==> config.mk <==
export PLATFORM = sky130hd
export DESIGN_NAME = linear_recurrence_matrix_power_unit
export DESIGN_NICKNAME = d
export VERILOG_FILES = /design/src/hw/rtl/lrmp_pkg.sv /design/src/hw/rtl/linear_recurrence_matrix_power_unit.sv /design/src/hw/rtl/lrmp_modmul.sv /design/src/hw/rtl/lrmp_engine.sv
export SDC_FILE = /design/constraint.sdc
export NUM_CORES = 2
export LEC_CHECK = 0
export BUFFER_PORTS_ARGS = -buffer_cell sky130_fd_sc_hd__buf_2
export CAP_MARGIN = 25
export CORE_AREA = 2 2 403 405
export DETAILED_ROUTE_END_ITERATION = 12
export DIE_AREA = 0 0 405 407
export SYNTH_ARGS = -nofsm -noshare
export SYNTH_HDL_FRONTEND = slang
export SYNTH_SLANG_ARGS = --single-unit
==> constraint.sdc <==
create_clock -name clock -period 10.9 [get_ports clock]
set_clock_uncertainty 0.15 [all_clocks]
set_input_delay 0.545 -clock clock [delete_from_list [all_inputs] [get_ports clock]]
set_output_delay 0.545 -clock clock [all_outputs]
set_load 0.02 [all_outputs]
==> src/hw/rtl/lrmp_pkg.sv <==
// Shared types, constants and modular helpers for the recurrence-term unit.
// No dependencies; imported by lrmp_modmul, lrmp_engine and the top level.
package lrmp_pkg;

   localparam int unsigned ValueBits = 30;
   localparam logic [ValueBits-1:0] Modulus = 30'd1000000007;
   localparam logic [4:0] DigitLast = 5'd29;
   localparam logic [3:0] ElemLast = 4'd8;
   localparam logic [1:0] PosLast = 2'd2;
   localparam logic [1:0] RowCount = 2'd3;

   typedef logic [ValueBits-1:0] value_type;
   typedef logic [3:0] elem_type;
   typedef logic [1:0] pos_type;

   typedef struct packed {
      logic      idle;
      logic      done;
      value_type value;
   } eng_stat_type;

   function automatic value_type addmod(input value_type a, input value_type b);
      logic [ValueBits:0] sum;
      sum = {1'b0, a} + {1'b0, b};
      if (sum >= {1'b0, Modulus}) begin
         sum = sum - {1'b0, Modulus};
      end
      return sum[ValueBits-1:0];
   endfunction

   function automatic elem_type elem_of(input pos_type r, input pos_type c);
      return ({2'b00, r} << 1) + {2'b00, r} + {2'b00, c};
   endfunction

   function automatic value_type companion(input elem_type e);
      value_type v;
      unique case (e)
         4'd0, 4'd1, 4'd5, 4'd6: v = value_type'(1);
         default:                v = '0;
      endcase
      return v;
   endfunction

endpackage

==> src/hw/rtl/linear_recurrence_matrix_power_unit.sv <==
// Recurrence term unit: a(1)=a(2)=a(3)=1, a(n)=a(n-1)+a(n-3) mod 1000000007.
// Top level; depends on lrmp_pkg and lrmp_engine (which holds lrmp_modmul).
//
// Usage:
//   req_* carries one word per query, the term index n; rsp_* returns one word,
//   term n mod 1000000007. The unit works on one index at a time: req_tready is
//   high only while the engine is idle.
//   Indices of 3 or less give 1 without a multiply. Otherwise the companion
//   matrix is loaded and raised to the power n-3 by square-and-multiply.
//   Every multiply-accumulate runs through one bit-serial modular multiplier,
//   one bit per cycle. That multiplier sets the rate.
//   The result sits in an output register; the next index is taken while it
//   waits. If rsp_tready stays low, a finished result holds in the engine until
//   the output register frees.
//   Reset clears the engine and the output valid; nothing is kept between words.
module linear_recurrence_matrix_power_unit
   import lrmp_pkg::*;
#(
   parameter int INDEX_BITS = 32
) (
   input  logic        clock,
   input  logic        reset,
   input  logic        req_tvalid,
   output logic        req_tready,
   input  logic [31:0] req_tdata,   // [31:0] term_index
   output logic        rsp_tvalid,
   input  logic        rsp_tready,
   output logic [31:0] rsp_tdata    // [29:0] term_value, [31:30] zero
);

   localparam int WideBits = (INDEX_BITS > 32) ? INDEX_BITS : 32;

   logic [WideBits-1:0]   wide_index;
   logic [INDEX_BITS-1:0] term_index;
   logic                  accept;
   logic                  out_free;
   eng_stat_type          eng_stat;
   logic                  rsp_tvalid_ff, rsp_tvalid_in;
   value_type             rsp_value_ff, rsp_value_in;

   assign wide_index = WideBits'(req_tdata);
   assign term_index = wide_index[INDEX_BITS-1:0];
   assign req_tready = eng_stat.idle;
   assign accept     = req_tvalid && req_tready;
   assign out_free   = !rsp_tvalid_ff || rsp_tready;

   lrmp_engine #(
      .IndexBits (INDEX_BITS)
   ) u_engine (
      .clock    (clock),
      .reset    (reset),
      .start    (accept),
      .index    (term_index),
      .out_free (out_free),
      .stat     (eng_stat)
   );

   always_comb begin
      rsp_tvalid_in = rsp_tvalid_ff;
      rsp_value_in  = rsp_value_ff;
      if (eng_stat.done) begin
         rsp_tvalid_in = 1'b1;
         rsp_value_in  = eng_stat.value;
      end else if (rsp_tready) begin
         rsp_tvalid_in = 1'b0;
      end
   end

   always_ff @(posedge clock) begin
      if (reset) begin
         rsp_tvalid_ff <= 1'b0;
      end else begin
         rsp_tvalid_ff <= rsp_tvalid_in;
      end
      rsp_value_ff <= rsp_value_in;
   end

   assign rsp_tvalid = rsp_tvalid_ff;
   assign rsp_tdata  = {2'b00, rsp_value_ff};

   a_accept_starts_engine: assert property (@(posedge clock) disable iff (reset)
      accept |=> !eng_stat.idle)
      else $error("accepted word did not start the engine");

   a_result_reduced: assert property (@(posedge clock) disable iff (reset)
      rsp_tvalid_ff |-> (rsp_value_ff < Modulus))
      else $error("result word not reduced");

endmodule

==> src/hw/rtl/lrmp_modmul.sv <==
// Bit-serial modular multiplier: one bit of the first factor per cycle, MSB first.
// Depends on lrmp_pkg.
module lrmp_modmul
   import lrmp_pkg::*;
(
   input  logic      clock,
   input  logic      reset,
   input  logic      start,
   input  value_type a,
   input  value_type b,
   output logic      done,
   output value_type product
);

   logic              busy_ff, busy_in;
   logic              done_ff, done_in;
   logic [4:0]        cnt_ff, cnt_in;
   value_type         a_sr_ff, a_sr_in;
   value_type         b_ff, b_in;
   value_type         acc_ff, acc_in;
   logic [ValueBits:0] dbl;
   logic [ValueBits:0] dbl_red;

   always_comb begin
      dbl     = {acc_ff, 1'b0};
      dbl_red = (dbl >= {1'b0, Modulus}) ? dbl - {1'b0, Modulus} : dbl;
      busy_in = busy_ff;
      done_in = 1'b0;
      cnt_in  = cnt_ff;
      a_sr_in = a_sr_ff;
      b_in    = b_ff;
      acc_in  = acc_ff;
      if (start) begin
         busy_in = 1'b1;
         cnt_in  = '0;
         a_sr_in = a;
         b_in    = b;
         acc_in  = '0;
      end else if (busy_ff) begin
         // double, then add b when the current digit is set
         acc_in  = addmod(dbl_red[ValueBits-1:0], a_sr_ff[ValueBits-1] ? b_ff : '0);
         a_sr_in = a_sr_ff << 1;
         cnt_in  = cnt_ff + 5'd1;
         if (cnt_ff == DigitLast) begin
            busy_in = 1'b0;
            done_in = 1'b1;
         end
      end
   end

   always_ff @(posedge clock) begin
      if (reset) begin
         busy_ff <= 1'b0;
         done_ff <= 1'b0;
         cnt_ff  <= '0;
      end else begin
         busy_ff <= busy_in;
         done_ff <= done_in;
         cnt_ff  <= cnt_in;
      end
      a_sr_ff <= a_sr_in;
      b_ff    <= b_in;
      acc_ff  <= acc_in;
   end

   assign done    = done_ff;
   assign product = acc_ff;

   a_product_reduced: assert property (@(posedge clock) disable iff (reset)
      done_ff |-> (acc_ff < Modulus))
      else $error("modmul product not reduced");

   a_no_restart: assert property (@(posedge clock) disable iff (reset)
      start |-> !busy_ff)
      else $error("modmul started while busy");

endmodule

==> src/hw/rtl/lrmp_engine.sv <==
// Square-and-multiply sequencer with banked matrix and row stores.
// Depends on lrmp_pkg and lrmp_modmul.
module lrmp_engine
   import lrmp_pkg::*;
#(
   parameter int IndexBits = 32
) (
   input  logic                 clock,
   input  logic                 reset,
   input  logic                 start,
   input  logic [IndexBits-1:0] index,
   input  logic                 out_free,
   output eng_stat_type         stat
);

   typedef enum logic [3:0] {
      S_IDLE, S_INIT, S_DECIDE, S_READ, S_START, S_MUL, S_NEXT, S_FETCH, S_OUT
   } state_type;

   typedef enum logic {MODE_SQR, MODE_VEC} mode_type;

   state_type            state_ff, state_in;
   mode_type             mode_ff, mode_in;
   logic [IndexBits-1:0] e_ff, e_in;
   elem_type             cnt_ff, cnt_in;
   pos_type              i_ff, i_in, j_ff, j_in, k_ff, k_in;
   value_type            sum_ff, sum_in;
   logic                 mbank_ff, mbank_in;
   logic                 rbank_ff, rbank_in;
   logic                 one_ff, one_in;

   value_type mat_mem [0:1][0:8];
   value_type row_mem [0:1][0:2];
   value_type rd_a_ff, rd_b_ff;

   logic      mat_we, row_we;
   logic      mat_wbank, row_wbank;
   elem_type  mat_welem;
   pos_type   row_wpos;
   value_type mat_wdata, row_wdata;
   elem_type  a_elem, b_elem;
   value_type acc;

   logic      mul_start, mul_done;
   value_type mul_product;

   lrmp_modmul u_modmul (
      .clock   (clock),
      .reset   (reset),
      .start   (mul_start),
      .a       (rd_a_ff),
      .b       (rd_b_ff),
      .done    (mul_done),
      .product (mul_product)
   );

   assign a_elem = elem_of(i_ff, k_ff);
   assign b_elem = elem_of(k_ff, j_ff);
   assign acc    = addmod(sum_ff, mul_product);

   always_comb begin
      state_in  = state_ff;
      mode_in   = mode_ff;
      e_in      = e_ff;
      cnt_in    = cnt_ff;
      i_in      = i_ff;
      j_in      = j_ff;
      k_in      = k_ff;
      sum_in    = sum_ff;
      mbank_in  = mbank_ff;
      rbank_in  = rbank_ff;
      one_in    = one_ff;
      mat_we    = 1'b0;
      row_we    = 1'b0;
      mat_wbank = 1'b0;
      row_wbank = 1'b0;
      mat_welem = cnt_ff;
      row_wpos  = cnt_ff[1:0];
      mat_wdata = companion(cnt_ff);
      row_wdata = value_type'(1);
      mul_start = 1'b0;
      unique case (state_ff)
         S_IDLE: begin
            one_in = 1'b0;
            if (start) begin
               if (index[IndexBits-1:2] == '0) begin
                  one_in   = 1'b1;
                  state_in = S_OUT;
               end else begin
                  e_in     = index - IndexBits'(3);
                  cnt_in   = '0;
                  mbank_in = 1'b0;
                  rbank_in = 1'b0;
                  state_in = S_INIT;
               end
            end
         end
         S_INIT: begin
            // load companion matrix and the all-ones row into bank zero
            mat_we = 1'b1;
            row_we = (cnt_ff < {2'b00, RowCount});
            if (cnt_ff == ElemLast) begin
               state_in = S_DECIDE;
            end else begin
               cnt_in = cnt_ff + 4'd1;
            end
         end
         S_DECIDE: begin
            i_in   = '0;
            j_in   = '0;
            k_in   = '0;
            sum_in = '0;
            if (e_ff[0]) begin
               mode_in  = MODE_VEC;
               state_in = S_READ;
            end else begin
               state_in = S_NEXT;
            end
         end
         S_NEXT: begin
            e_in   = e_ff >> 1;
            i_in   = '0;
            j_in   = '0;
            k_in   = '0;
            sum_in = '0;
            if (e_ff[IndexBits-1:1] == '0) begin
               mode_in  = MODE_VEC;
               state_in = S_FETCH;
            end else begin
               mode_in  = MODE_SQR;
               state_in = S_READ;
            end
         end
         S_READ: begin
            state_in = S_START;
         end
         S_START: begin
            mul_start = 1'b1;
            state_in  = S_MUL;
         end
         S_MUL: begin
            if (mul_done) begin
               state_in = S_READ;
               if (k_ff == PosLast) begin
                  mat_wbank = ~mbank_ff;
                  mat_welem = elem_of(i_ff, j_ff);
                  mat_wdata = acc;
                  row_wbank = ~rbank_ff;
                  row_wpos  = j_ff;
                  row_wdata = acc;
                  mat_we    = (mode_ff == MODE_SQR);
                  row_we    = (mode_ff == MODE_VEC);
                  sum_in    = '0;
                  k_in      = '0;
                  if (j_ff == PosLast) begin
                     j_in = '0;
                     if (mode_ff == MODE_VEC) begin
                        rbank_in = ~rbank_ff;
                        state_in = S_NEXT;
                     end else if (i_ff == PosLast) begin
                        i_in     = '0;
                        mbank_in = ~mbank_ff;
                        state_in = S_DECIDE;
                     end else begin
                        i_in = i_ff + 2'd1;
                     end
                  end else begin
                     j_in = j_ff + 2'd1;
                  end
               end else begin
                  sum_in = acc;
                  k_in   = k_ff + 2'd1;
               end
            end
         end
         S_FETCH: begin
            state_in = S_OUT;
         end
         S_OUT: begin
            if (out_free) begin
               state_in = S_IDLE;
            end
         end
         default: begin
            state_in = S_IDLE;
         end
      endcase
   end

   always_ff @(posedge clock) begin
      if (reset) begin
         state_ff <= S_IDLE;
         mode_ff  <= MODE_SQR;
         one_ff   <= 1'b0;
      end else begin
         state_ff <= state_in;
         mode_ff  <= mode_in;
         one_ff   <= one_in;
      end
      e_ff     <= e_in;
      cnt_ff   <= cnt_in;
      i_ff     <= i_in;
      j_ff     <= j_in;
      k_ff     <= k_in;
      sum_ff   <= sum_in;
      mbank_ff <= mbank_in;
      rbank_ff <= rbank_in;
   end

   always_ff @(posedge clock) begin
      if (mat_we) begin
         mat_mem[mat_wbank][mat_welem] <= mat_wdata;
      end
      if (row_we) begin
         row_mem[row_wbank][row_wpos] <= row_wdata;
      end
      rd_b_ff <= mat_mem[mbank_ff][b_elem];
      rd_a_ff <= (mode_ff == MODE_VEC) ? row_mem[rbank_ff][k_ff] : mat_mem[mbank_ff][a_elem];
   end

   assign stat.idle  = (state_ff == S_IDLE);
   assign stat.done  = (state_ff == S_OUT) && out_free;
   assign stat.value = one_ff ? value_type'(1) : rd_a_ff;

   a_mul_only_when_waiting: assert property (@(posedge clock) disable iff (reset)
      mul_done |-> (state_ff == S_MUL))
      else $error("multiplier finished outside a multiply step");

endmodule
==> impl_metrics.csv <==
group,metric,value,unit
cts,insertion_delay,690,ps
yosys,synth_area,48000,µm²
routing,via_count,29750,
cts,cts-root-buf,"clkbuf_16",
floorplan,core_area,160200,µm²
routing,drc,0,
timing,finalSetupViolations,0,
routing,firstDrtPassIters,7,
yosys,ys_warn_count,0,
worst_setup_path,cp-startpoint,"u_engine.u_modmul.product[4]",
worst_setup_path,crit_fanout,17,
yosys,yosysTopAreaCellShare,55.30,%
cts,post-cts-setup-buffer-count,0,
worst_setup_path,cp-endpoint,"u_engine.u_modmul.product[8]",
min_path,hold_class,"in -> reg",
cts,path_clk_slew,60,ps
timing,period_needed,7503,ps
placed_design,place_hpwl,78.57,mm
yosys,synth_edf_count,884,
timing,rsz0062_at_grt,"false",
timing,maxSlewHeadroom,31.50,%
timing,tightest_slew,1026,ps
global_route,grt_pass1_vias,29450,
yosys,yosys.area.top_type,"edfxtp_1",
yosys,synth_area_per_cell,13.97,µm²
finish,n_antenna_cell,0,
worst_setup_path,r2r_cells,26,
power,ir_drop,179.8,µV
timing,whs,41.51,ps
placed_design,gp_congestion,0.8289,
floorplan,die_area,164800,µm²
cts,clockBufferDepth,3,
cts,numCtsBuffers,103,
worst_setup_path,timing.rr.end,"u_engine.u_modmul.product[8]",
timing,clock.fmax,133.3,MHz
yosys,ys.flop_type,"edfxtp_1",
yosys,synthTopCellsByArea,"edfxtp_1 (55%), mux4_2 (12%), dfxtp_1 (4.4%)",
worst_setup_path,rr_startpoint,"u_engine.u_modmul.product[4]",
worst_setup_path,crit_arrival,7940,ps
worst_setup_path,cp_slowest_cell,"a211oi_1",
worst_setup_path,rrSetupSlack,3400,ps
yosys,synth_cells,3436,
yosys,ys_seq_area_share,59.72,%
timing,finalHoldViolCount,0,
timing,tns,0,ps
finish,stdcell_area,54550,µm²
finish,stdcell_count,5745,
worst_setup_path,end_kind,"flop",
yosys,ys_seq_elements,990,
worst_setup_path,crit_type,"reg -> reg",
placed_design,dpl_cell_area,51210,µm²
placed_design,io_buffers,67,
global_route,grt_usage,15.00,%
routing,routed_wl,125.5,mm
routing,ant_nets,0,
power,total_power,15.82,mW
floorplan,placementRows,147,
global_route,grt_pass1_wl,188.1,mm
floorplan,start_util,29.96,%
floorplan,die_w,405,µm
routing,viasPerCell,5.178,
finish,layout-drive-gt1-share,18.21,%
routing,drt_iter0_markers,2691,
worst_setup_path,cp-start-kind,"flop",
yosys,synth.most_common_cell,"edfxtp_1",
routing,wl_per_cell,21.85,µm
cts,cts.sinks,990,
timing,period_share,68.84,%
power,p_leak,17.07,nW
global_route,antenna_found_initial,1,
worst_setup_path,cp.depth,26,
worst_setup_path,critical_path_buf_inv_count,2,
global_route,grt_max_degree,124,
worst_setup_path,cp.required,11330,ps
global_route,gr-total-overflow,0,
floorplan,die_height,407,µm
worst_setup_path,max_stage_delay,530,ps
cts,cts_tree,"done",
timing,drv_slew,0,
floorplan,num_io_pins,70,
yosys,ys_async_sr_fraction,0,%
job,max-cap-violations,0,
worst_setup_path,cpLargestDelayFamily,"compound AO/OA/AOI/OAI gates",
run_status,status,"finished, final reports clean",
min_path,hold_depth,2,
cts,cts-resized-gates,0,
finish,num-nets-final,3621,
cts,cts-htree-levels,3,
placed_design,placed_cells,5552,
power,p_per_area,290.0,nW/µm²
yosys,yosys.cell_types.count,91,
yosys,netlist_top_cells_count,"edfxtp_1 (884), nand2_1 (286), mux4_2 (263)",
worst_setup_path,timing.critical_path.mode_cell,"a21oi_1",
finish,area_growth,13.66,%
-- worst min-delay path by stage --
stage                                      endpoint                 from
after floorplan           u_engine.u_modmul.b_ff[0]  u_engine.rd_b_ff[0]
after global placement    u_engine.u_modmul.b_ff[5]  u_engine.rd_b_ff[5]
after detailed placement  u_engine.u_modmul.b_ff[5]  u_engine.rd_b_ff[5]
after CTS                 u_engine.u_modmul.busy_ff                reset
after global routing      u_engine.u_modmul.busy_ff                reset
final                     u_engine.u_modmul.busy_ff                reset
-- cell families (layout without fill, tap and decap cells) --
kind of cell / Yosys count / in the layout / synth area share [%]
other cells: 1 / 2 / 0.007813
buf+inv: 248 / 396 / 2.057
mux: 421 / 421 / 15.64
flops: 990 / 990 / 59.72
xor+xnor: 152 / 152 / 2.789
compound gates: 615 / 615 / 8.336
fa+ha+maj: 87 / 87 / 2.362
simple gates: 922 / 922 / 9.084
-- sequential cells by signal, summed over array words and instances (netlist names), named ones only --
register                   flops
rsp_tvalid                     1
rsp_value_ff                  30
u_engine.cnt_ff                4
u_engine.e_ff                 32
u_engine.i_ff                  2
u_engine.j_ff                  2
u_engine.k_ff                  2
u_engine.mat_mem             540
u_engine.mbank_ff              1
u_engine.mode_ff               1
u_engine.one_ff                1
u_engine.rbank_ff              1
u_engine.rd_a_ff              30
u_engine.rd_b_ff              30
u_engine.row_mem             180
u_engine.state_ff              4
u_engine.sum_ff               30
u_engine.u_modmul.a_sr_ff     30
u_engine.u_modmul.b_ff        30
u_engine.u_modmul.busy_ff      1
u_engine.u_modmul.cnt_ff       5
u_engine.u_modmul.done         1
u_engine.u_modmul.product     30
-- power by group --
part	switching, mW	total (mW)	internal (mW)
registers	0.352	5.05	4.70
clock network	1.46	3.49	2.02
logic	4.46	7.28	2.82
-- through the flow --
step	utilization, %	worst slack, ps
2_1_floorplan	-	4885
3_3_place_gp	31.94	3493
3_5_place_dp	31.97	3442
4_1_cts	34.05	3391
5_1_grt	34.05	2827
6_report	34.05	3397
-- layer usage --
metal,vias up,global-route usage [%],share of wire (%),wire length (µm)
li1,13520,-,-,-
met1,15160,20.76,44,55320
met2,911,24.74,48,60100
met3,159,2.051,6.1,7677
met4,0,3.928,1.9,2432
met5,-,0,0,0
-- placed cells by master (no fill, tap or decap), drive strengths merged, types with 18 or more instances in the layout --
master and instances:
nand4 23, nor2 263, nor3 72, a21o 35, nand2 286, o21ai 151, inv 52, nand3 44
clkinv 31, nand2b 21, mux4 263, or3 18, xnor2 99, buf 153, and3 26, o221ai 47
dfxtp 106, ha 81, a211oi 47, and2 51, xor2 53, edfxtp 884, nor2b 47, mux2i 156
clkbuf 148, o22ai 33, a21oi 194, nor4 23
-- area by class of cell --
cell class / count / area [µm²]
Multi-Input combinational cell: 2199 / 18630
Tap cell: 2160 / 2703
Inverter: 50 / 187.7
Clock buffer: 148 / 2914
Fill cell: 15480 / 105600
Clock inverter: 44 / 419.2
Timing Repair Buffer: 154 / 1028
Sequential cell: 990 / 28680
-- what timing repair did --
item                                    in CTS  in global routing
hold endpoints to repair                     1                  0
hold buffers                                 1                  0
endpoints found under the setup margin       0                  0
Note: power is estimated with default switching activity, not from simulation.
